File: src/rtl/core/lppdc_pkg.sv
// shared types and constants for the low-power probing duty cycler
// no dependencies
`timescale 1ns / 1ps
package lppdc_pkg;
    localparam int QUEUE_SLOTS  = 4;
    localparam int SLOT_BITS    = 2;
    localparam int ADDRESS_BITS = 16;
    localparam int TIMER_BITS   = 16;
    localparam int LIFE_BITS    = 17;
    localparam int MAX_RESULTS  = 5;
    localparam int CFG_IDX_BITS = 2;

    typedef enum logic [2:0] {
        MODE_TICK    = 3'd0,
        MODE_ENQUEUE = 3'd1,
        MODE_PROBE   = 3'd2,
        MODE_DATA    = 3'd3,
        MODE_REPORT  = 3'd4,
        MODE_LISTEN  = 3'd5,
        MODE_POWER   = 3'd6
    } mode_t;

    typedef enum logic [2:0] {
        KIND_ACCEPTED = 3'd0,
        KIND_PROBE    = 3'd1,
        KIND_TRANSMIT = 3'd2,
        KIND_COMPLETE = 3'd3,
        KIND_DELIVER  = 3'd4
    } kind_t;

    localparam logic [1:0] ST_OK      = 2'd0;
    localparam logic [1:0] ST_NO_ACK  = 2'd1;
    localparam logic [1:0] ST_NO_SLOT = 2'd2;

    localparam logic [CFG_IDX_BITS-1:0] CFG_LISTEN = 2'd0;
    localparam logic [CFG_IDX_BITS-1:0] CFG_OFF    = 2'd1;
    localparam logic [CFG_IDX_BITS-1:0] CFG_NODE   = 2'd2;

    typedef enum logic [3:0] {
        S_IDLE,     // waiting for a word
        S_SCAN,     // one slot per cycle (expiry, probe, free search)
        S_DECIDE,   // mode-specific step after the scan
        S_MOD,      // shared subtractor: restoring modulo, one bit a cycle
        S_CYCLE,    // finish the duty cycle step
        S_EMIT,     // present result word
        S_DONE      // never entered; S_EMIT ends an item with no result left
    } state_t;

    // one result word
    typedef struct packed {
        logic                    last;
        logic                    radio_on;
        logic [ADDRESS_BITS-1:0] peer;
        logic                    tx;
        logic [1:0]              status;
        logic [SLOT_BITS-1:0]    slot;
        logic [2:0]              kind;
    } result_t;
endpackage

File: src/rtl/core/low_power_probing_duty_cycler_top.sv
// Sequence: an item keeps s_tready low through the slot scan (S_SCAN), the decide step
// (S_DECIDE), the shared bit-serial modulo (S_MOD) on a busy probe tick and the duty cycle
// step (S_CYCLE) when the phase timer fires, then presents its result words in S_EMIT.
// Handshake: one item at a time; s_tready is low from acceptance until the last result word
// has been taken. Results queue in a 5-entry buffer.
// Reset: aresetn synchronous active low; registers to reset values, slots empty. Uses lppdc_pkg.
`timescale 1ns / 1ps
module low_power_probing_duty_cycler_top (
    input  logic        aclk,
    input  logic        aresetn,
    input  logic        cfg_we,
    input  logic [1:0]  cfg_index,
    input  logic [15:0] cfg_wdata,
    input  logic        s_tvalid,
    output logic        s_tready,
    // mode[2:0] address[18:3] source_address[34:19] slot[36:35] flag[37]
    // power_on[38] listen_periods[46:39] channel_busy[47] receiving[48]
    // random_value[64:49], zero fill to 72
    input  logic [71:0] s_tdata,
    output logic        m_tvalid,
    input  logic        m_tready,
    // kind[2:0] result_slot[4:3] status[6:5] transmissions[7] peer_address[23:8]
    // radio_on[24], zero fill to 32
    output logic [31:0] m_tdata,
    output logic        m_tlast
);
    import lppdc_pkg::*;

    // configuration
    logic [15:0] listen_reg, off_reg, node_reg;
    // state
    logic        phase_reg;
    logic [TIMER_BITS-1:0] timer_reg, timer_next;
    logic [15:0] adj_reg, adj_next;
    logic [7:0]  lleft_reg, lleft_next;
    logic        duty_reg, duty_next, radio_reg, radio_next, phase_next;
    logic [QUEUE_SLOTS-1:0] valid_reg, valid_next, sent_reg, sent_next;
    logic [ADDRESS_BITS-1:0] dest_reg [QUEUE_SLOTS];
    logic [LIFE_BITS-1:0]    life_reg [QUEUE_SLOTS];
    // item
    logic [71:0] in_reg;
    state_t      st_reg, st_next;
    logic [SLOT_BITS:0] idx_reg, idx_next;
    // modulo unit
    logic [15:0] rem_reg, rem_next, quo_src_reg, quo_src_next;
    logic [4:0]  bit_reg, bit_next;
    // result buffer
    result_t     res_reg [MAX_RESULTS];
    logic [2:0]  cnt_reg, cnt_next, rd_reg, rd_next;
    logic        res_we;
    result_t     res_w;

    logic [2:0]  mode;
    logic [15:0] addr, src, rnd;
    logic [SLOT_BITS-1:0] rslot, cur;
    logic [15:0] div;
    logic [16:0] sub;
    logic [16:0] life_sum;
    logic [17:0] life_uni;
    logic [16:0] cur_off;
    logic [16:0] floor2;
    logic [QUEUE_SLOTS-1:0] vclr;
    logic        life_we;
    logic [LIFE_BITS-1:0] life_w;
    logic        dest_we;
    logic [SLOT_BITS-1:0] wslot;
    logic        found_reg, found_next;
    logic [SLOT_BITS-1:0] free_reg, free_next;

    assign mode  = in_reg[2:0];
    assign addr  = in_reg[18:3];
    assign src   = in_reg[34:19];
    assign rslot = in_reg[36:35];
    assign rnd   = in_reg[64:49];
    assign cur   = idx_reg[SLOT_BITS-1:0];
    assign div   = {1'b0, off_reg[15:1]};
    assign sub   = {rem_reg, quo_src_reg[15]} - {1'b0, div};

    assign s_tready = (st_reg == S_IDLE);
    assign m_tvalid = (st_reg == S_EMIT) && (cnt_reg != '0);
    assign m_tlast  = res_reg[rd_reg].last;
    assign m_tdata  = {7'd0, res_reg[rd_reg].radio_on, res_reg[rd_reg].peer,
                       res_reg[rd_reg].tx, res_reg[rd_reg].status,
                       res_reg[rd_reg].slot, res_reg[rd_reg].kind};

    // sequencer and state update
    always_comb begin
        st_next = st_reg; idx_next = idx_reg; timer_next = timer_reg;
        adj_next = adj_reg; lleft_next = lleft_reg; duty_next = duty_reg;
        radio_next = radio_reg; phase_next = phase_reg; valid_next = valid_reg;
        sent_next = sent_reg; rem_next = rem_reg; quo_src_next = quo_src_reg;
        bit_next = bit_reg; cnt_next = cnt_reg; rd_next = rd_reg;
        found_next = found_reg; free_next = free_reg;
        res_we = 1'b0; res_w = '0; life_we = 1'b0; life_w = '0;
        dest_we = 1'b0; wslot = cur; vclr = '0;
        life_sum = {1'b0, listen_reg} + {1'b0, off_reg};
        life_uni = {1'b0, life_sum} + {2'b0, life_sum[16:1]};
        cur_off  = {1'b0, off_reg} - {1'b0, adj_reg};
        floor2   = {listen_reg, 1'b0};
        case (st_reg)
            S_IDLE: begin
                if (s_tvalid) begin
                    st_next = S_SCAN; idx_next = '0; cnt_next = '0; rd_next = '0;
                    found_next = 1'b0;
                end
            end
            S_SCAN: begin
                if (idx_reg == (SLOT_BITS+1)'(QUEUE_SLOTS)) begin
                    st_next = S_DECIDE;
                end else begin
                    idx_next = idx_reg + 1'b1;
                    case (mode)
                        MODE_TICK: if (valid_reg[cur]) begin
                            if (life_reg[cur] > 17'd1) begin
                                life_we = 1'b1; life_w = life_reg[cur] - 1'b1;
                            end else if (cnt_reg < 3'(MAX_RESULTS - 1)) begin
                                vclr[cur] = 1'b1;
                                valid_next = valid_reg & ~vclr;
                                if (valid_next == '0 && lleft_reg == 8'd0 && duty_reg)
                                    radio_next = 1'b0;
                                res_we = 1'b1;
                                res_w.kind = KIND_COMPLETE; res_w.slot = cur;
                                res_w.status = ST_NO_ACK; res_w.tx = sent_reg[cur];
                                res_w.radio_on = radio_next;
                                cnt_next = cnt_reg + 1'b1;
                            end
                        end
                        MODE_ENQUEUE: if (!valid_reg[cur] && !found_reg) begin
                            found_next = 1'b1; free_next = cur;
                        end
                        MODE_PROBE: if (valid_reg[cur] && cnt_reg < 3'(MAX_RESULTS)
                                        && (dest_reg[cur] == addr || dest_reg[cur] == '0)
                                        && !(dest_reg[cur] != '0 && sent_reg[cur])) begin
                            sent_next[cur] = 1'b1;
                            res_we = 1'b1;
                            res_w.kind = KIND_TRANSMIT; res_w.slot = cur;
                            res_w.radio_on = radio_reg;
                            cnt_next = cnt_reg + 1'b1;
                        end
                        default: ;
                    endcase
                end
            end
            S_DECIDE: begin
                st_next = S_EMIT;
                case (mode)
                    MODE_TICK: begin
                        if (timer_reg > TIMER_BITS'(1)) begin
                            timer_next = timer_reg - 1'b1;
                        end else if (!phase_reg) begin
                            radio_next = 1'b1;
                            if (in_reg[47]) begin
                                rem_next = '0; quo_src_next = rnd; bit_next = '0;
                                st_next = (div == '0) ? S_CYCLE : S_MOD;
                                if (div == '0) adj_next = '0;
                            end else begin
                                res_we = 1'b1; res_w.kind = KIND_PROBE;
                                res_w.radio_on = 1'b1;
                                cnt_next = cnt_reg + 1'b1;
                                st_next = S_CYCLE;
                            end
                        end else begin
                            st_next = S_CYCLE;
                        end
                    end
                    MODE_ENQUEUE: begin
                        res_we = 1'b1; cnt_next = cnt_reg + 1'b1;
                        if (!found_reg) begin
                            res_w.kind = KIND_COMPLETE; res_w.status = ST_NO_SLOT;
                            res_w.radio_on = radio_reg;
                        end else begin
                            wslot = free_reg;
                            valid_next[free_reg] = 1'b1; sent_next[free_reg] = 1'b0;
                            dest_we = 1'b1; life_we = 1'b1;
                            if (addr == '0) life_w = life_sum;
                            else life_w = (life_uni > 18'h1FFFF) ? 17'h1FFFF
                                                                : life_uni[16:0];
                            radio_next = 1'b1;
                            res_w.kind = KIND_ACCEPTED; res_w.slot = free_reg;
                            res_w.radio_on = 1'b1;
                        end
                    end
                    MODE_DATA: begin
                        if (duty_reg) radio_next = 1'b0;
                        if (addr == '0 || addr == node_reg) begin
                            res_we = 1'b1; cnt_next = cnt_reg + 1'b1;
                            res_w.kind = KIND_DELIVER; res_w.peer = src;
                            res_w.radio_on = duty_reg ? 1'b0 : radio_reg;
                        end
                    end
                    MODE_REPORT: if (valid_reg[rslot]) begin
                        vclr[rslot] = 1'b1;
                        valid_next = valid_reg & ~vclr;
                        if (valid_next == '0 && lleft_reg == 8'd0 && duty_reg)
                            radio_next = 1'b0;
                        res_we = 1'b1; cnt_next = cnt_reg + 1'b1;
                        res_w.kind = KIND_COMPLETE; res_w.slot = rslot;
                        res_w.status = (sent_reg[rslot] && in_reg[37]) ? ST_OK : ST_NO_ACK;
                        res_w.tx = sent_reg[rslot]; res_w.radio_on = radio_next;
                    end
                    MODE_LISTEN: begin
                        lleft_next = in_reg[46:39]; radio_next = 1'b1;
                    end
                    MODE_POWER: begin
                        duty_next = in_reg[38];
                        radio_next = in_reg[38] | in_reg[37];
                    end
                    default: ;
                endcase
            end
            S_MOD: begin
                // restoring modulo step on the shared subtractor
                quo_src_next = {quo_src_reg[14:0], 1'b0};
                rem_next = sub[16] ? {rem_reg[14:0], quo_src_reg[15]} : sub[15:0];
                bit_next = bit_reg + 1'b1;
                if (bit_reg == 5'd15) begin
                    adj_next = rem_next; st_next = S_CYCLE;
                end
            end
            S_CYCLE: begin
                st_next = S_EMIT;
                if (!phase_reg) begin
                    phase_next = 1'b1; timer_next = listen_reg;
                end else begin
                    phase_next = 1'b0;
                    if (valid_reg == '0 && lleft_reg == 8'd0) begin
                        if (!in_reg[48] && duty_reg) radio_next = 1'b0;
                        adj_next = '0;
                        if (cur_off[16] || cur_off < floor2)
                            timer_next = floor2[16] ? '1 : floor2[15:0];
                        else
                            timer_next = cur_off[15:0];
                    end else begin
                        if (valid_reg == '0) lleft_next = lleft_reg - 1'b1;
                        timer_next = off_reg;
                    end
                end
            end
            S_EMIT: begin
                if (cnt_reg == '0) st_next = S_IDLE;
                else if (m_tready) begin
                    rd_next = rd_reg + 1'b1;
                    if (rd_next == cnt_reg) st_next = S_IDLE;
                end
            end
            default: st_next = S_IDLE;
        endcase
        // the newest word is the last one so far
        if (res_we) res_w.last = 1'b1;
    end

    always_ff @(posedge aclk) begin
        if (!aresetn) begin
            listen_reg <= 16'd1; off_reg <= 16'd15; node_reg <= 16'd1;
            st_reg <= S_IDLE; phase_reg <= 1'b0; timer_reg <= '0; adj_reg <= '0;
            lleft_reg <= '0; duty_reg <= 1'b1; radio_reg <= 1'b0; valid_reg <= '0;
            sent_reg <= '0; cnt_reg <= '0; rd_reg <= '0; idx_reg <= '0;
            found_reg <= 1'b0;
        end else begin
            if (cfg_we) begin
                case (cfg_index)
                    CFG_LISTEN: listen_reg <= cfg_wdata;
                    CFG_OFF:    off_reg    <= cfg_wdata;
                    CFG_NODE:   node_reg   <= cfg_wdata;
                    default: ;
                endcase
            end
            st_reg <= st_next; phase_reg <= phase_next; timer_reg <= timer_next;
            adj_reg <= adj_next; lleft_reg <= lleft_next; duty_reg <= duty_next;
            radio_reg <= radio_next; valid_reg <= valid_next; sent_reg <= sent_next;
            cnt_reg <= cnt_next; rd_reg <= rd_next; idx_reg <= idx_next;
            found_reg <= found_next;
        end
    end

    // payload registers and result buffer, last marked on the newest word
    always_ff @(posedge aclk) begin
        if (st_reg == S_IDLE && s_tvalid) in_reg <= s_tdata;
        rem_reg <= rem_next; quo_src_reg <= quo_src_next; bit_reg <= bit_next;
        free_reg <= free_next;
        if (life_we) life_reg[wslot] <= life_w;
        if (dest_we) dest_reg[wslot] <= addr;
        if (res_we) begin
            res_reg[cnt_reg] <= res_w;
            if (cnt_reg != '0) res_reg[cnt_reg - 1'b1].last <= 1'b0;
        end
    end
endmodule

File: config.mk
export PLATFORM = sky130hd
export DESIGN_NAME = low_power_probing_duty_cycler_top
export DESIGN_NICKNAME = d
export VERILOG_FILES = /design/src/rtl/core/lppdc_pkg.sv /design/src/rtl/core/low_power_probing_duty_cycler_top.sv
export SDC_FILE = /design/constraint.sdc
export NUM_CORES = 1
export LEC_CHECK = 0
export BUFFER_PORTS_ARGS = -buffer_cell sky130_fd_sc_hd__buf_4
export CORE_ASPECT_RATIO = 1.75
export CORE_MARGIN = 1
export CORE_UTILIZATION = 41
export CTS_CLUSTER_DIAMETER = 150
export DETAILED_ROUTE_END_ITERATION = 8
export GPL_TIMING_DRIVEN = 0
export PLACE_DENSITY = 0.54
export SYNTH_ARGS = -nofsm -noshare
export SYNTH_HDL_FRONTEND = slang
export SYNTH_SLANG_ARGS = --single-unit
File: constraint.sdc
create_clock -name aclk -period 7.7 [get_ports aclk]
set_input_delay 1.54 -clock aclk [delete_from_list [all_inputs] [get_ports aclk]]
set_output_delay 1.54 -clock aclk [all_outputs]
set_load 0.1 [all_outputs]
==> Word level (Yosys, flattened, before mapping) <==
Memories as Yosys holds them, arrays and structs flattened. A register that Yosys moved wholly into a read port is not among the register bits.
Cells that the tools add are included.
{ "word_totals": {"ff_bits": 217, "ramBits": 262, "in_bits": 95, "out_inout_bits": 35, "elab_cells": 382, "memories": 3} }
{ "op_classes": {"n_addsub": 12, "magnitude_cmp": 12, "eq_ne": 62, "mux": 200, "bitwise_logic": 10, "reduce_logical": 62} }
{ "mem_list": {"columns": ["memory", "words", "word_bits", "rd", "rd_clocked_by_memory_dff", "wr", "line_no", "rtl"], "rows": [
  ["res_reg", 5, 26, 1, 1, 2, "low_power_probing_duty_cycler_top.sv:48", "result_t res_reg [MAX_RESULTS];"],
  ["life_reg", 4, 17, 1, 1, 1, "low_power_probing_duty_cycler_top.sv:39", "logic [LIFE_BITS-1:0] life_reg [QUEUE_SLOTS];"],
  ["dest_reg", 4, 16, 1, 1, 1, "low_power_probing_duty_cycler_top.sv:38", "logic [ADDRESS_BITS-1:0] dest_reg [QUEUE_SLOTS];"]
]} }
{ "op_table": {"columns": ["operator", "n"], "rows": [
  ["$mux W16", 25],
  ["$mux W17", 9],
  ["$pmux W16 S2", 3],
  ["$mux W4", 20],
  ["$mux W8", 9],
  ["$mux W1", 64],
  ["$mux W3", 21],
  ["$logic_not A16 Y1", 3],
  ["$pmux W16 S3", 1],
  ["$ne A2 B2 Y1 const B", 22],
  ["$pmux W17 S2", 1],
  ["$eq A16 B16 Y1", 2],
  ["$pmux W4 S2", 4],
  ["$pmux W8 S2", 2],
  ["$ne A3 B3 Y1 const B", 10],
  ["$mux W5", 5],
  ["$pmux W3 S4", 2],
  ["$pmux W4 S6", 1],
  ["$mux W2", 10],
  ["$pmux W5 S2", 2],
  ["$reduce_and A5 Y1", 4],
  ["$add A17 B16 Y18", 1],
  ["$gt A18 B17 Y1 const B", 1],
  ["$pmux W3 S2", 3],
  ["other kinds (59)", 133]
]} }

==> Longest topological paths before layout <==
Gate-level depths: netlist (run 1).
{ "depth": {"word_depth": 16, "ltp_mapped": 21, "ltp_nobuf": 20} }

==> Worst setup path before layout (run 1) <==
No wires, ideal clock.
{ "synth_timing": {"kind": "flip-flop to flip-flop", "startpoint": "register st_reg[2]", "endpoint": "register (tool-made name)", "setup_time_ns": 0.078, "arrival_ns": 5.831, "required_time_ns": 7.622, "setup_slack_ns": 1.791, "stages_incl_launch_ff": 8, "n_path_buf": 2, "synth_period_minus_slack_ns": 5.909, "cell_sequence": "dfxtp_1 > clkbuf_1 > nor3_1 > and2_1 > clkbuf_1 > o22ai_1 > or4_1 > a21oi_1"} }
{ "synth_rtl": {"columns": ["element", "line_no", "rtl"], "rows": [
  ["start: declaration", "low_power_probing_duty_cycler_top.sv:42", "state_t st_reg, st_next;"],
  ["start signal: assignment", "low_power_probing_duty_cycler_top.sv:268", "st_reg <= st_next; phase_reg <= phase_next; timer_reg <= timer_next;"]
]} }

==> Final worst setup path (run 1) <==
{ "layout_timing": {"startpoint": "register off_reg[2]", "endpoint": "register timer_reg[10]"} }
{ "layout_via": {"elab_chain_len": 7} }
{ "layout_rtl": {"columns": ["element", "line_no", "rtl"], "rows": [
  ["start: declaration", "low_power_probing_duty_cycler_top.sv:30", "logic [15:0] listen_reg, off_reg, node_reg;"],
  ["start signal: assignment", "low_power_probing_duty_cycler_top.sv:263", "CFG_OFF: off_reg <= cfg_wdata;"],
  ["$sub A16 B16 Y17 (*)", "low_power_probing_duty_cycler_top.sv:98", "cur_off = {1'b0, off_reg} - {1'b0, adj_reg};"],
  ["$lt A17 B17 Y1", "low_power_probing_duty_cycler_top.sv:229", "if (cur_off[16] || cur_off < floor2)"],
  ["$logic_or A1 B1 Y1", "low_power_probing_duty_cycler_top.sv:229", null],
  ["$mux W16 (*)", "low_power_probing_duty_cycler_top.sv:229", null],
  ["$mux W16 (*)", "low_power_probing_duty_cycler_top.sv:226", "if (valid_reg == '0 && lleft_reg == 8'd0) begin"],
  ["$mux W16 (*)", "low_power_probing_duty_cycler_top.sv:222", "if (!phase_reg) begin"],
  ["$pmux W16 S2 (*)", "low_power_probing_duty_cycler_top.sv:100", "case (st_reg)"],
  ["end signal: assignment", "low_power_probing_duty_cycler_top.sv:268", null],
  ["end: declaration", "low_power_probing_duty_cycler_top.sv:33", "logic [TIMER_BITS-1:0] timer_reg, timer_next;"]
]} }
Every way passes the cells marked *; elsewhere a longest branch is shown, timed or not.
A chain may end at the register's enable or synchronous reset.

==> flow_metrics.py, run 1 <==
metrics = {
    "run_status": {
        "status": "complete, no violations",
    },
    "detailed_routing": {
        "dr.pass1.iters": 5,
        "ant_nets": 0,
        "dr_total_vias": 17600,
        "drc_errors": 0,
        "viasPerCell": 5.66,
        "wl_um": 70800,
        "drtIter0Drc": 1042,
        "wl_per_cell_um": 22.8,
    },
    "setup_path": {
        "r2r_end": "timer_reg[10]",
        "r2r_slack_ps": 1680,
        "critPathCaptureType": "register",
        "crit_slowest_cell": "dfxtp_1",
        "criticalPathCategory": "reg2reg",
        "crit_family": "compound AO/OA/AOI/OAI gates",
        "r2r_start": "off_reg[2]",
        "worst-path-buf-inv": 3,
        "crit_required_ps": 8170,
        "cp.arrival_ps": 6480,
        "cp_slowest_stage_delay_ps": 610,
        "worstPathMaxFanout": 10,
        "ff2ff_path_depth": 19,
        "crit_path_start_kind": "register",
        "worstPathCellList": "ha_1 -> nor2b_1 -> o21ai_0 -> a21boi_1 -> o41ai_1 -> a211oi_1 -> a311o_1 -> a21o_1 -> inv_2 -> buf_2 -> ha_1 -> and4_1 -> o21ai_0 -> nand2_1 -> a31oi_1 -> clkbuf_1 -> o211ai_1 -> a31oi_1 -> a211oi_1",
    },
    "synthesis": {
        "yosys-top-cells-count": "edfxtp_1 (361), nand2_1 (228), a21oi_1 (140)",
        "synth_area_leaders": "edfxtp_1 (44%), dfxtp_1 (10%), mux4_2 (5.8%)",
        "synth.top_cell.area_share_pct": 44.4,
        "async_reset_ff_share_pct": 0,
        "seq_area_frac_synth_pct": 54.4,
        "yosysWarnings": 0,
        "synth_cell_types": 88,
        "dominantRegCellSynth": "edfxtp_1",
        "synth_cells": 2112,
        "avgSynthCellArea_um2": 11.6,
        "ys_ff_latch": 483,
        "synth.most_common_cell": "edfxtp_1",
        "netlist_area_mm2": 0.0244,
        "synth_top_area_cell": "edfxtp_1",
        "synth_edf_count": 361,
    },
    "sta": {
        "hold_ws_ps": 470,
        "relSlewSlack_pct": 24.7,
        "finalCritPeriodShare_pct": 78.2,
        "rsz0062_at_grt": "false",
        "fin_setup_tns_ps": 0,
        "fmax_ghz": 0.166,
        "tightest_slew_ps": 1120,
        "clock_skew_ps": 17.0,
        "period_needed_ps": 6020,
        "setup_viol": 0,
        "slew_viol_final": 0,
        "finalHoldViolCount": 0,
    },
    "global_routing": {
        "grt_use_total_pct": 23.5,
        "antenna_found_initial": 0,
        "grt_max_degree": 38,
        "globalRouteOverflowTotal": 0,
        "grt_pass1_wl_um": 108000,
        "grt_pass1_vias": 18500,
    },
    "hold_path": {
        "worstHoldStart": "res_reg[2][25]",
        "hold_path.class": "reg2reg",
        "worstHoldPathCells": 1,
        "holdPathEnd": "res_reg[2][25]",
    },
    "final_layout": {
        "antennaDiodeCount": 0,
        "layout-drive-gt1-share_pct": 14.8,
        "seqCellArea_mm2": 0.0133,
        "area_growth_pct": 15.0,
        "fillCellCount": 5469,
        "fin_nets": 2487,
        "multi_input_area_mm2": 0.0104,
        "largest_register_ffs": 130,
    },
    "pwr": {
        "switching_share_pct": 32.1,
        "internal_power_w": 0.00490,
        "leakagePower_nw": 9.83,
        "power_frac_comb_pct": 23.5,
        "peakVddDrop_mv": 0.198,
        "switching_power_w": 0.00231,
        "clkPwrFrac_pct": 33.2,
        "p_seq_share_pct": 43.3,
        "power_density_mw_per_mm2": 257,
    },
    "floorplanning": {
        "die_area_mm2": 0.0606,
        "initial_utilization_pct": 41.3,
        "rows": 118,
        "die_height_um": 325,
        "core_mm2": 0.0591,
        "pin_count": 130,
        "die_w_um": 186,
    },
    "cts": {
        "cts_tree": "yes",
        "postCtsHoldBufs": 0,
        "clkTransAtPathRegs_ps": 60,
        "insertion_delay_ps": 620,
        "clk_path_buf_depth": 3,
        "post_cts_buffers": 0,
        "cts_buffers": 48,
        "cts_htree_levels": 2,
        "cts_root_buffer": "clkbuf_16",
        "cts_resized": 0,
        "clock-sinks": 483,
    },
    "place": {
        "post-dp-hpwl_um": 52700,
        "io_buffers": 114,
        "gp_congestion": 0.953,
    },
    "job": {
        "max_cap_viol_count": 0,
    },
}
## worst max path at each step
stage	startpoint	endpoint	slack [ps]	depth (start not counted)
6_report	off_reg[2]	timer_reg[10]	1680	19
5_1_grt	off_reg[2]	timer_reg[10]	1280	19
4_1_cts	register	life_reg[0][5]	1700	10
3_5_place_dp	register	life_reg[0][7]	1740	10
3_3_place_gp	register	life_reg[1][7]	9	9
2_1_floorplan	st_reg[2]	register	1790	7
## cell usage in the layout (no fill, tap or decap), drive strengths merged, types with 67 or more instances in the layout
cell type,count
nor2,140
ha,96
a21oi,141
buf,145
nand2,228
edfxtp,361
o21ai,94
inv,100
dfxtp,122
clkbuf,150
nor3,67
## cell type report
class | instances | share of cell area (%)
Tap cell | 780 | 3.48
Timing Repair Buffer | 124 | 3.54
Clock buffer | 66 | 4.77
Inverter | 99 | 1.32
Buffer | 105 | 1.63
Multi-Input combinational cell | 1431 | 37.0
Sequential cell | 483 | 47.3
Clock inverter | 24 | 0.936
## per-layer routing
layer	wire, um	up-vias	GRT usage, %	share of wire [%]
met2	37300	504	43.3	53
met4	4770	0	14.8	6.7
met5	0	-	0	0
met1	26000	8646	24.9	37
li1	-	8279	-	-
met3	2770	190	3.25	3.9
## worst reg2reg max path, delay by kind of cell, from the launching register on
family / cells / cell delay [ps]
compound gates: 11 / 3310
fa+ha+maj: 2 / 630
buf+inv: 3 / 870
flops: 1 / 610
simple gates: 3 / 450
## through the flow
stage,std cells,utilization (%),setup slack [ps],area (um^2),total power (W)
floorplan,2118,-,1790,24400,0.00430
global placement,3012,44.5,8.83,26300,0.00483
detailed placement,3021,44.8,1740,26500,0.00486
CTS,3111,47.5,1700,28100,0.00725
global route,3112,47.5,1280,28100,0.00751
finish,3112,47.5,1680,28100,0.00721
## power groups by stage
stage	Combinational, W	Sequential (W)	Clock, W
2_1_floorplan	0.00118	0.00312	0
4_1_cts	0.00169	0.00312	0.00244
3_5_place_dp	0.00168	0.00318	0
5_1_grt	0.00184	0.00314	0.00253
6_report	0.00170	0.00312	0.00239
3_3_place_gp	0.00164	0.00319	0
## kinds of logic after synthesis
family	Yosys count	synth area share, %
AND/OR/NAND/NOR	625	12.1
AO/OA/AOI/OAI	483	13.2
flip-flops	483	54.4
buffers and inverters	204	3.38
XOR/XNOR	110	3.95
multiplexers	106	7.71
adder cells (fa/ha/maj)	100	5.25
other	1	0.0154
No activity file was read; power rests on OpenSTA's default activity.
==> run 2, diff against run 1 <==
Settings changed: PLACE_DENSITY 0.54 to 0.56.
Clock period 7.7 ns to 4.9 ns, I/O delays scaled along.
==> flow_metrics.py, run 2 (synthesized netlist as in run 1, its figures left out) <==
metrics = {
    "sta": {
        "finalHoldViolCount": 0,
        "clock_skew_ps": 48.1,
        "period_needed_ps": 4750,
        "finalCritPeriodShare_pct": 96.9,
        "slew_viol_final": 0,
        "relSlewSlack_pct": 11.5,
        "fin_setup_tns_ps": 0,
        "fmax_ghz": 0.211,
        "setup_viol": 0,
        "tightest_slew_ps": 1320,
        "fin_ws_ps": 153,
    },
    "cts": {
        "clkTransAtPathRegs_ps": 70,
        "postCtsHoldBufs": 0,
        "insertion_delay_ps": 630,
        "cts_root_buffer": "clkbuf_16",
        "clock-sinks": 483,
        "cts_htree_levels": 2,
        "cts_tree": "yes",
        "clk_path_buf_depth": 3,
        "cts_buffers": 46,
    },
    "global_routing": {
        "grt_use_total_pct": 23.6,
        "grt_max_degree": 37,
        "antenna_found_initial": 2,
        "grt_pass1_vias": 18300,
        "grt_pass1_wl_um": 108000,
        "globalRouteOverflowTotal": 0,
    },
    "pwr": {
        "switching_power_w": 0.00367,
        "peakVddDrop_mv": 0.304,
        "clkPwrFrac_pct": 32.9,
        "switching_share_pct": 32.1,
        "p_seq_share_pct": 43.0,
        "power_density_mw_per_mm2": 403,
        "internal_power_w": 0.00775,
        "leakagePower_nw": 9.93,
        "power_w": 0.0114,
        "power_frac_comb_pct": 24.1,
    },
    "detailed_routing": {
        "drc_errors": 0,
        "dr_total_vias": 17800,
        "dr.pass1.iters": 6,
        "drtIter0Drc": 1060,
        "viasPerCell": 5.73,
        "wl_per_cell_um": 23.0,
        "wl_um": 71700,
        "ant_nets": 0,
    },
    "floorplanning": {
        "initial_utilization_pct": 41.3,
        "die_w_um": 186,
        "core_mm2": 0.0591,
        "pin_count": 130,
        "die_area_mm2": 0.0606,
        "die_height_um": 325,
        "rows": 118,
    },
    "final_layout": {
        "layout_common_cells": "edfxtp_1 (361), nand2_1 (228), nor2_1 (137)",
        "antennaDiodeCount": 0,
        "multi_input_area_mm2": 0.0106,
        "seqCellArea_mm2": 0.0133,
        "fin_cells": 3114,
        "largest_register_ffs": 130,
        "layout_commonest_cell": "edfxtp_1",
        "finalInstanceArea_mm2": 0.0284,
        "fin_nets": 2492,
        "layout-drive-gt1-share_pct": 17.0,
        "fillCellCount": 5484,
        "area_growth_pct": 16.2,
    },
    "setup_path": {
        "cp_slowest_stage_delay_ps": 540,
        "critPathCaptureType": "register",
        "cp.arrival_ps": 5030,
        "crit_slowest_cell": "nand4_1",
        "criticalPathCategory": "reg2reg",
        "crit_path_start_kind": "register",
        "crit_top_cell": "clkbuf_2",
        "worstPathMaxFanout": 17,
        "worstPathCellList": "clkbuf_1 -> clkbuf_2 -> buf_2 -> mux4_2 -> ha_1 -> o2111ai_2 -> nand4_1 -> clkbuf_2 -> nor3_1 -> or2_4",
        "r2r_slack_ps": 150,
        "crit_required_ps": 5190,
    },
    "hold_path": {
        "hold_path.class": "reg2reg",
    },
    "place": {
        "io_buffers": 114,
        "place_ws_ps": -1010,
        "dp.cells": 3020,
        "gp_congestion": 0.926,
        "post-dp-hpwl_um": 53500,
        "post_dp_cell_area_mm2": 0.0265,
    },
    "run_status": {
        "status": "complete, no violations",
    },
    "job": {
        "max_cap_viol_count": 0,
    },
}
==> run 2: cell types whose count changed in the layout (fill, tap and decap cells not counted), moves of 5 or more <==
cell	previous run	this run
o21ai_2	1	10
buf_4	123	131
clkbuf_1	94	85
dfxtp_2	0	8
clkbuf_8	7	2
o21ai_0	91	81
dfxtp_1	122	113
==> run 2: final cells by class <==
| type | instances | area share [%] |
|---|---|---|
| Buffer | 105 | 1.69 |
| Clock buffer | 55 | 4.25 |
| Tap cell | 780 | 3.44 |
| Inverter | 99 | 1.31 |
| Clock inverter | 30 | 1.29 |
| Sequential cell | 483 | 46.9 |
| Multi-Input combinational cell | 1431 | 37.4 |
| Timing Repair Buffer | 131 | 3.71 |
==> run 2: power groups by stage <==
stage / sequential, W / combinational [W] / clock [W]
after CTS: 0.00491 / 0.00271 / 0.00384
after detailed placement: 0.00499 / 0.00266 / 0
final: 0.00491 / 0.00276 / 0.00375
after global routing: 0.00493 / 0.00298 / 0.00397
after floorplan: 0.00489 / 0.00186 / 0
after global placement: 0.00500 / 0.00260 / 0
==> run 2: critical path, delay by kind of cell, from the launching register on <==
| family | cells | cell delay, ps |
|---|---|---|
| buffers and inverters | 4 | 1680 |
| flip-flops | 1 | 310 |
| AND/OR/NAND/NOR | 3 | 1310 |
| multiplexers | 1 | 430 |
| AO/OA/AOI/OAI | 1 | 440 |
| adder cells (fa/ha/maj) | 1 | 220 |
==> run 2: metal layers <==
metal  routed length (um)  vias up  GRT usage, %
met5                   27        -             0
met3                 2670      201          3.15
met1                26400     8826          25.1
li1                     -     8306             -
met4                 4720        4          14.6
met2                37900      494          43.9
==> run 2: worst paths after layout <==
kind | start | endpoint | cells past startpoint
setup / recovery | register | life_reg[0][1] | 10
setup reg to reg | register | life_reg[0][1] | 10
hold / removal | res_reg[0][25] | res_reg[0][25] | 1
hold reg to reg | res_reg[0][25] | res_reg[0][25] | 1
==> run 2: per-stage QoR <==
step / hold WS [ps] / util [%]
global route: 481 / 48.0
floorplan: 422 / -
global placement: 433 / 44.5
CTS: 455 / 47.8
detailed placement: 440 / 44.8
finish: 453 / 48.0
==> run 2: timing repair <==
| action | CTS | global route |
|---|---|---|
| endpoints found under the setup margin | 301 | 135 |
| resized for setup | 40 | 38 |
| setup buffers | 4 | 5 |
| gates cloned | 0 | 0 |
| pin swaps | 8 | 7 |
